## src/design/assert_macros.svh

```systemverilog
// Concurrent assertion helpers. Both expect clk in scope; SRPQ_ASSERT also expects arst_n.
`ifndef ASSERT_MACROS_SVH
`define ASSERT_MACROS_SVH
`ifndef NO_ASSERTIONS
// checked only while out of reset
`define SRPQ_ASSERT(lbl, prop, msg) \
	lbl: assert property (@(posedge clk) disable iff (!arst_n) (prop)) else $error(msg);
// checked at every edge, reset included
`define SRPQ_ASSERT_ALWAYS(lbl, prop, msg) \
	lbl: assert property (@(posedge clk) (prop)) else $error(msg);
`else
`define SRPQ_ASSERT(lbl, prop, msg)
`define SRPQ_ASSERT_ALWAYS(lbl, prop, msg)
`endif
`endif

```

## src/design/srpq_pkg.sv

```systemverilog
package srpq_pkg;

	localparam int DEPTH_DEF = 16;
	localparam int ID_W      = 16;
	localparam int KEY_W     = 2;
	localparam int OCC_W     = 5;
	localparam int IN_W      = 24;	// 19 payload bits, padded to bytes
	localparam int OUT_W     = 32;	// 25 payload bits, padded to bytes

	typedef logic [1:0] status_t;
	localparam status_t ST_OK    = 2'd0;
	localparam status_t ST_EMPTY = 2'd1;
	localparam status_t ST_FULL  = 2'd2;

	localparam logic OP_INSERT = 1'b0;
	localparam logic OP_REMOVE = 1'b1;

	// controller -> datapath
	typedef struct packed {
		logic    ins;		// shift new entry in
		logic    rem;		// pop head
		logic    load;		// capture result beat
		status_t status;
	} cmd_t;

	// datapath -> controller
	typedef struct packed {
		logic full;
		logic empty;
	} stat_t;

endpackage

```

## src/design/srpq_dp.sv

```systemverilog
module srpq_dp #(
	parameter int DEPTH = srpq_pkg::DEPTH_DEF,
	parameter int CW    = $clog2(DEPTH + 1)
) (
	input  logic                     clk,
	input  logic                     arst_n,
	input  srpq_pkg::cmd_t           cmd,
	input  logic [srpq_pkg::ID_W-1:0]  in_id,
	input  logic [srpq_pkg::KEY_W-1:0] in_key,
	output srpq_pkg::stat_t          stat,
	output logic [CW-1:0]            count,
	output srpq_pkg::status_t        res_status,
	output logic [srpq_pkg::ID_W-1:0]  res_id,
	output logic [srpq_pkg::KEY_W-1:0] res_key,
	output logic [srpq_pkg::OCC_W-1:0] res_occ
);
	import srpq_pkg::*;

	logic [ID_W-1:0]  ids_q  [DEPTH];
	logic [KEY_W-1:0] keys_q [DEPTH];
	logic [CW-1:0]    count_q;
	logic [CW-1:0]    count_nxt;
	logic [DEPTH-1:0] ge;		// valid cell whose key >= new key

	assign count      = count_q;
	assign stat.full  = (count_q == CW'(DEPTH));
	assign stat.empty = (count_q == '0);

	always_comb begin
		count_nxt = count_q;
		if (cmd.ins)
			count_nxt = count_q + 1'b1;
		else if (cmd.rem)
			count_nxt = count_q - 1'b1;
	end

	// keys are sorted, so ge is a thermometer over the valid cells
	for (genvar i = 0; i < DEPTH; i++) begin : g_cell
		assign ge[i] = (CW'(i) < count_q) && (keys_q[i] >= in_key);

		always_ff @(posedge clk) begin
			if (cmd.ins) begin
				if (i > 0 && ge[(i > 0) ? i - 1 : 0]) begin
					ids_q[i]  <= ids_q[(i > 0) ? i - 1 : 0];
					keys_q[i] <= keys_q[(i > 0) ? i - 1 : 0];
				end else if (ge[i] || CW'(i) == count_q) begin
					ids_q[i]  <= in_id;
					keys_q[i] <= in_key;
				end
			end else if (cmd.rem && i < DEPTH - 1) begin
				ids_q[i]  <= ids_q[(i < DEPTH - 1) ? i + 1 : i];
				keys_q[i] <= keys_q[(i < DEPTH - 1) ? i + 1 : i];
			end
		end
	end

	always_ff @(posedge clk or negedge arst_n) begin
		if (!arst_n) begin
			count_q <= '0;
		end else begin
			count_q <= count_nxt;
		end
	end

	// result beat register
	always_ff @(posedge clk) begin
		if (cmd.load) begin
			res_status <= cmd.status;
			res_id     <= cmd.rem ? ids_q[0] : '0;
			res_key    <= cmd.rem ? keys_q[0] : '0;
			res_occ    <= OCC_W'(count_nxt);
		end
	end

endmodule

```

## src/design/srpq_ctrl.sv

```systemverilog
module srpq_ctrl (
	input  logic            clk,
	input  logic            arst_n,
	input  logic            s_tvalid,
	input  logic            m_tready,
	input  logic            opcode,
	input  srpq_pkg::stat_t stat,
	output logic            s_tready,
	output logic            m_tvalid,
	output srpq_pkg::cmd_t  cmd
);
	import srpq_pkg::*;

	typedef enum logic {
		S_IDLE,
		S_HOLD
	} state_t;

	state_t state_q;
	logic   accept;

	// output slot frees up in the same cycle it is taken
	assign s_tready = (state_q == S_IDLE) || m_tready;
	assign accept   = s_tvalid && s_tready;
	assign m_tvalid = (state_q == S_HOLD);

	always_comb begin
		cmd        = '0;
		cmd.load   = accept;
		cmd.status = ST_OK;
		if (accept) begin
			if (opcode == OP_INSERT) begin
				if (stat.full)
					cmd.status = ST_FULL;
				else
					cmd.ins = 1'b1;
			end else begin
				if (stat.empty)
					cmd.status = ST_EMPTY;
				else
					cmd.rem = 1'b1;
			end
		end
	end

	always_ff @(posedge clk or negedge arst_n) begin
		if (!arst_n) begin
			state_q <= S_IDLE;
		end else begin
			case (state_q)
				S_IDLE: if (accept) state_q <= S_HOLD;
				S_HOLD: if (m_tready && !accept) state_q <= S_IDLE;
				default: state_q <= S_IDLE;
			endcase
		end
	end

endmodule

```

## src/design/sorted_priority_queue.sv

```systemverilog
// Sorted priority queue of (id, key) entries, smallest key at the head.
// Input stream (s_*): one beat is one command. opcode 0 inserts patient_id with
// priority_key in front of the first stored entry with key >= its own, so equal
// keys leave newest first; opcode 1 pops the head entry.
// Output stream (m_*): exactly one beat per command, carrying status (ok, remove
// from empty, insert into full), the popped id/key (zero unless a pop
// happened) and the occupancy after the command.
// Latency: the result beat is valid the cycle after the command is taken.
// Throughput: one command per cycle while m_tready is high. Every storage cell
// compares its key to the new key in parallel and shifts in the same cycle, so
// the time a queue update takes does not depend on the fill level.
// Stall: a single output register holds the pending result; while m_tready is
// low the result is held and s_tready drops, and the slot is refilled in the
// same cycle it is taken.
// Reset: arst_n clears the occupancy and the output valid; stored entries are
// not cleared since only slots below the occupancy are ever read.
`include "assert_macros.svh"

module sorted_priority_queue #(
	parameter int DEPTH = srpq_pkg::DEPTH_DEF
) (
	input  logic                       clk,
	input  logic                       arst_n,
	input  logic                       s_tvalid,
	output logic                       s_tready,
	// [0] opcode, [16:1] patient_id, [18:17] priority_key, rest zero
	input  logic [srpq_pkg::IN_W-1:0]  s_tdata,
	output logic                       m_tvalid,
	input  logic                       m_tready,
	// [1:0] status, [17:2] out_id, [19:18] out_key, [24:20] occupancy, rest zero
	output logic [srpq_pkg::OUT_W-1:0] m_tdata
);
	import srpq_pkg::*;

	localparam int CW = $clog2(DEPTH + 1);

	cmd_t              cmd;
	stat_t             stat;
	logic [CW-1:0]     count;
	status_t           res_status;
	logic [ID_W-1:0]   res_id;
	logic [KEY_W-1:0]  res_key;
	logic [OCC_W-1:0]  res_occ;

	logic              opcode;
	logic [ID_W-1:0]   patient_id;
	logic [KEY_W-1:0]  priority_key;

	assign opcode       = s_tdata[0];
	assign patient_id   = s_tdata[16:1];
	assign priority_key = s_tdata[18:17];

	srpq_ctrl u_ctrl (
		.clk      (clk),
		.arst_n   (arst_n),
		.s_tvalid (s_tvalid),
		.m_tready (m_tready),
		.opcode   (opcode),
		.stat     (stat),
		.s_tready (s_tready),
		.m_tvalid (m_tvalid),
		.cmd      (cmd)
	);

	srpq_dp #(
		.DEPTH (DEPTH),
		.CW    (CW)
	) u_dp (
		.clk        (clk),
		.arst_n     (arst_n),
		.cmd        (cmd),
		.in_id      (patient_id),
		.in_key     (priority_key),
		.stat       (stat),
		.count      (count),
		.res_status (res_status),
		.res_id     (res_id),
		.res_key    (res_key),
		.res_occ    (res_occ)
	);

	assign m_tdata = {7'd0, res_occ, res_key, res_id, res_status};

	// occupancy never runs past the cell count
	`SRPQ_ASSERT(a_count_bound, count <= CW'(DEPTH), "occupancy above depth")
	// every accepted command yields a pending result beat
	`SRPQ_ASSERT(a_beat_follows, s_tvalid && s_tready |=> m_tvalid, "no result after accept")
	// a pop from an empty queue reports it and leaves occupancy at zero
	`SRPQ_ASSERT(a_empty_pop, s_tvalid && s_tready && opcode == OP_REMOVE && stat.empty |=> m_tdata[1:0] == ST_EMPTY && count == '0, "empty pop mis-reported")
	// accepted insert with room grows the queue by one
	`SRPQ_ASSERT(a_insert_grows, s_tvalid && s_tready && opcode == OP_INSERT && !stat.full |=> count == $past(count) + 1'b1, "insert did not grow queue")
	// no result beat can be shown while reset is held
	`SRPQ_ASSERT_ALWAYS(a_reset_quiet, !arst_n |-> !m_tvalid, "valid during reset")

endmodule

```

## config.mk

```make
export PLATFORM = sky130hd
export DESIGN_NAME = sorted_priority_queue
export DESIGN_NICKNAME = d
export VERILOG_FILES = /design/src/design/srpq_pkg.sv /design/src/design/srpq_dp.sv /design/src/design/srpq_ctrl.sv /design/src/design/sorted_priority_queue.sv
export VERILOG_INCLUDE_DIRS = /design/src /design/src/design
export SDC_FILE = /design/constraint.sdc
export NUM_CORES = 1
export LEC_CHECK = 0
export BUFFER_PORTS_ARGS = -buffer_cell sky130_fd_sc_hd__buf_2
export CAP_MARGIN = 5
export CORE_ASPECT_RATIO = 0.8
export CORE_MARGIN = 1.5
export CORE_UTILIZATION = 50
export DETAILED_ROUTE_END_ITERATION = 10
export GPL_TIMING_DRIVEN = 0
export PLACE_DENSITY_LB_ADDON = 0.12
export SLEW_MARGIN = 10
export SYNTH_ARGS = -nofsm -noshare
export SYNTH_HDL_FRONTEND = slang
export SYNTH_SLANG_ARGS = --single-unit
```

## constraint.sdc

```tcl
create_clock -name clk -period 3.9 [get_ports clk]
set_input_delay 0.585 -clock clk [delete_from_list [all_inputs] [get_ports clk]]
set_output_delay 0.585 -clock clk [all_outputs]
set_load 0.05 [all_outputs]
```

==> flow_summary_export.csv <==
group,metric,value,unit
route,wl_per_cell,23.1,µm
final_layout,n_antenna_cell,0,
route,finalWirelength,52300,µm
sta,max_clock_freq,266,MHz
setup_path,cp-start-kind,"flop",
synth,syn-instance-count,1661,
synth,synth_cell_type_count,65,
cts,path_clk_slew,0.06,ns
setup_path,critical_path.slowest_cell,"or4b_4",
grt,grt_overflow,0,
synth,synth_seq_cells,319,
sta,fin_skew,0.0141,ns
min_path,hold_class,"in2reg",
setup_path,crit_family,"buffers and inverters",
setup_path,endpoint_kind,"flop",
grt,grt_util_all_layers,29.3,%
synth,async_reset_ff_share,1.88,%
sta,min_period,3.76,ns
pwr,vdd_drop_max,0.322,mV
cts,insertion_delay,0.53,ns
setup_path,path_max_fanout,16,
route,postRouteAntennaNets,0,
sta,maxSlewHeadroom,42.3,%
pwr,p_leak,0.00750,µW
setup_path,crit_chain,"buf_2 -> inv_1 -> ha_2 -> or4b_4 -> nand4_1 -> buf_2 -> buf_2 -> clkbuf_4 -> o31ai_4 -> buf_8",
final_layout,instances_no_fill,2263,
setup_path,crit_arrival,4.04,ns
final_layout,area_growth_syn_to_layout,12.4,%
cts,htree_levels,2,
synth,synth_edf_count,313,
sta,fin_tns_setup,0,ns
cts,clock_path_buffers,3,
pwr,power_density,601,mW/mm²
grt,grt_pass1_vias,13883,
sta,worst_pin_slew,0.865,ns
final_layout,nets,1835,
synth,yosysWarnings,0,
synth,synth_commonest_cells,"356 x nand2_1, 313 x edfxtp_1, 127 x o211ai_1, 100 x nand3_1, 86 x o21ai_1",
place,post-place-cells,2202,
setup_path,cp.required,4.18,ns
route,dr.first_iter.drc_count,1386,
synth,synth_area_leaders,"edfxtp_1 53%, nand2_1 7.6%, o211ai_1 5.4%",
route,avgViaCountPerCell,6.26,
route,firstDrtPassIters,5,
pwr,power,11900,µW
die,start_util,50.8,%
die,num_rows,61,
die,io_pins,62,
die,core,0.0347,mm²
synth,yosysTopAreaCellShare,53.3,%
sta,period_share,96.5,%
sta,finalSetupViolCount,0,
cts,cts_tree,"yes",
place,numPortBuffers,49,
route,remaining_drc_errors,0,
run,max_cap_viol_count,0,
setup_path,cp_common_cell,"buf_2",
sta,hold_slack,0.330,ns
place,place.gp.congestion,0.914,
sta,rsz0062_at_grt,"false",
synth,synth_most_common_cell,"nand2_1",
place,dp_hpwl,39700,µm
synth,synth_top_cell_by_area,"edfxtp_1",
cts,root_buffer,"clkbuf_16",
setup_path,cpPeakStageDelay,0.55,ns
grt,grt_pass1_wl,81800,µm
synth,syn-cell-area,0.0176,mm²
grt,antenna_found_initial,0,
synth,yosys_most_used_dff,"edfxtp_1",
die,die_h,171,µm
sta,hold_viol_final,0,
synth,postSynthAreaPerCell,10.6,µm²
cts,clock-sinks,319,
die,die_area,0.0364,mm²
outcome,status,"finished clean",
route,num_vias,14165,
die,dieWidth,213,µm
cts,cts_buffers,37,
synth,yosysSeqAreaShare,54.1,%
final_layout,drive_above_1_share,13.9,%
sta,slew_violations,0,
setup_path,path_class,"reg2reg",
grt,grt_max_degree,28,
setup_path,critical_path_buf_inv_count,6,
-- cell usage in the layout, fill, tap and decap left out, types with 7 or more instances in the layout --
cell,synthesis,layout
a21o_1,10,10
a21oi_1,21,16
a21oi_2,4,8
a221o_1,53,53
and2_1,78,77
buf_2,63,111
buf_4,16,16
buf_6,19,26
buf_8,0,7
clkbuf_1,60,67
clkbuf_16,0,37
clkinv_1,0,8
conb_1,1,7
edfxtp_1,313,313
ha_1,37,36
inv_1,25,25
mux2_1,9,9
mux2_2,9,9
mux2i_1,81,81
nand2_1,356,356
nand2b_1,17,17
nand3_1,100,100
nor2_1,28,24
nor3_1,57,57
o211ai_1,127,127
o21ai_1,86,86
-- report_power, final --
group	internal, µW	switching, µW	leakage, µW
clock network	1740	1430	0.000504
logic	1250	2420	0.00396
registers	4730	348	0.00304
total	7720	4190	0.00750
-- registers in the layout, summed over array words and instances, names as in the netlist --
register / flops
u_ctrl.m_tvalid: 1
u_dp.count: 5
u_dp.res_status: 2
u_dp.res_occ: 5
u_dp.ids_q: 256
u_dp.keys_q: 32
u_dp.res_id: 16
u_dp.res_key: 2
-- routing by layer --
layer / GRT usage [%] / vias up / share of wire [%]
met4: 9.28 / 0 / 2.9
li1: - / 6356 / -
met5: 0 / - / 0
met2: 44.0 / 616 / 43
met1: 43.9 / 7110 / 47
met3: 3.93 / 83 / 6.9
-- kinds of logic after synthesis --
logic type / after synthesis / synth area share, %
other cells: 1 / 0.0213
mux: 99 / 5.74
simple gates: 664 / 17.4
buf+inv: 188 / 5.59
xor+xnor: 4 / 0.199
flops: 319 / 54.1
compound gates: 349 / 14.3
fa+ha+maj: 37 / 2.62
-- stage by stage --
step                      util, %  instance area [µm²]  setup WS (ns)
after floorplan                 -                17700          0.113
after global placement       53.3                18500          -1.15
after detailed placement     54.0                18800         -0.931
after CTS                    57.1                19800        0.00990
after global routing         57.1                19800         0.0572
final                        57.1                19800          0.138
-- final cells by class --
type                       count  area [µm²]
buffer                       162         895
clock buffer                  46         960
clock inverter                14        71.3
fill                        3005       14900
inverter                      25        93.8
multi-input combinational   1160        7220
sequential                   319        9550
tap                          472         591
timing repair buffer          65         459
-- path summary, 6_finish.rpt --
kind	from	endpoint	slack, ns	depth (start not counted)
worst max register to register	u_dp.count[1]$_DFF_PN0_	u_dp.ids_q[3][11]$_DFFE_PP_	0.14	10
worst max-delay path	u_dp.count[1]$_DFF_PN0_	u_dp.ids_q[3][11]$_DFFE_PP_	0.14	10
max in group asynchronous	arst_n	u_dp.count[0]$_DFF_PN0_	3.35	2
worst min register to register	u_dp.ids_q[3][63]$_DFFE_PP_	u_dp.ids_q[3][47]$_DFFE_PP_	0.55	2
worst min-delay path	s_tvalid	u_ctrl.m_tvalid$_DFF_PN0_	0.33	2
min in group asynchronous	arst_n	u_ctrl.m_tvalid$_DFF_PN0_	0.41	2
-- timing repair --
action,in CTS,in global routing
resized for setup,5,2
endpoints found under the setup margin,54,98
hold buffers,1,0
setup buffers,0,1
pin swaps,0,1
endpoints found under the hold margin,6,0
Note: power is estimated with default switching activity, not from simulation.
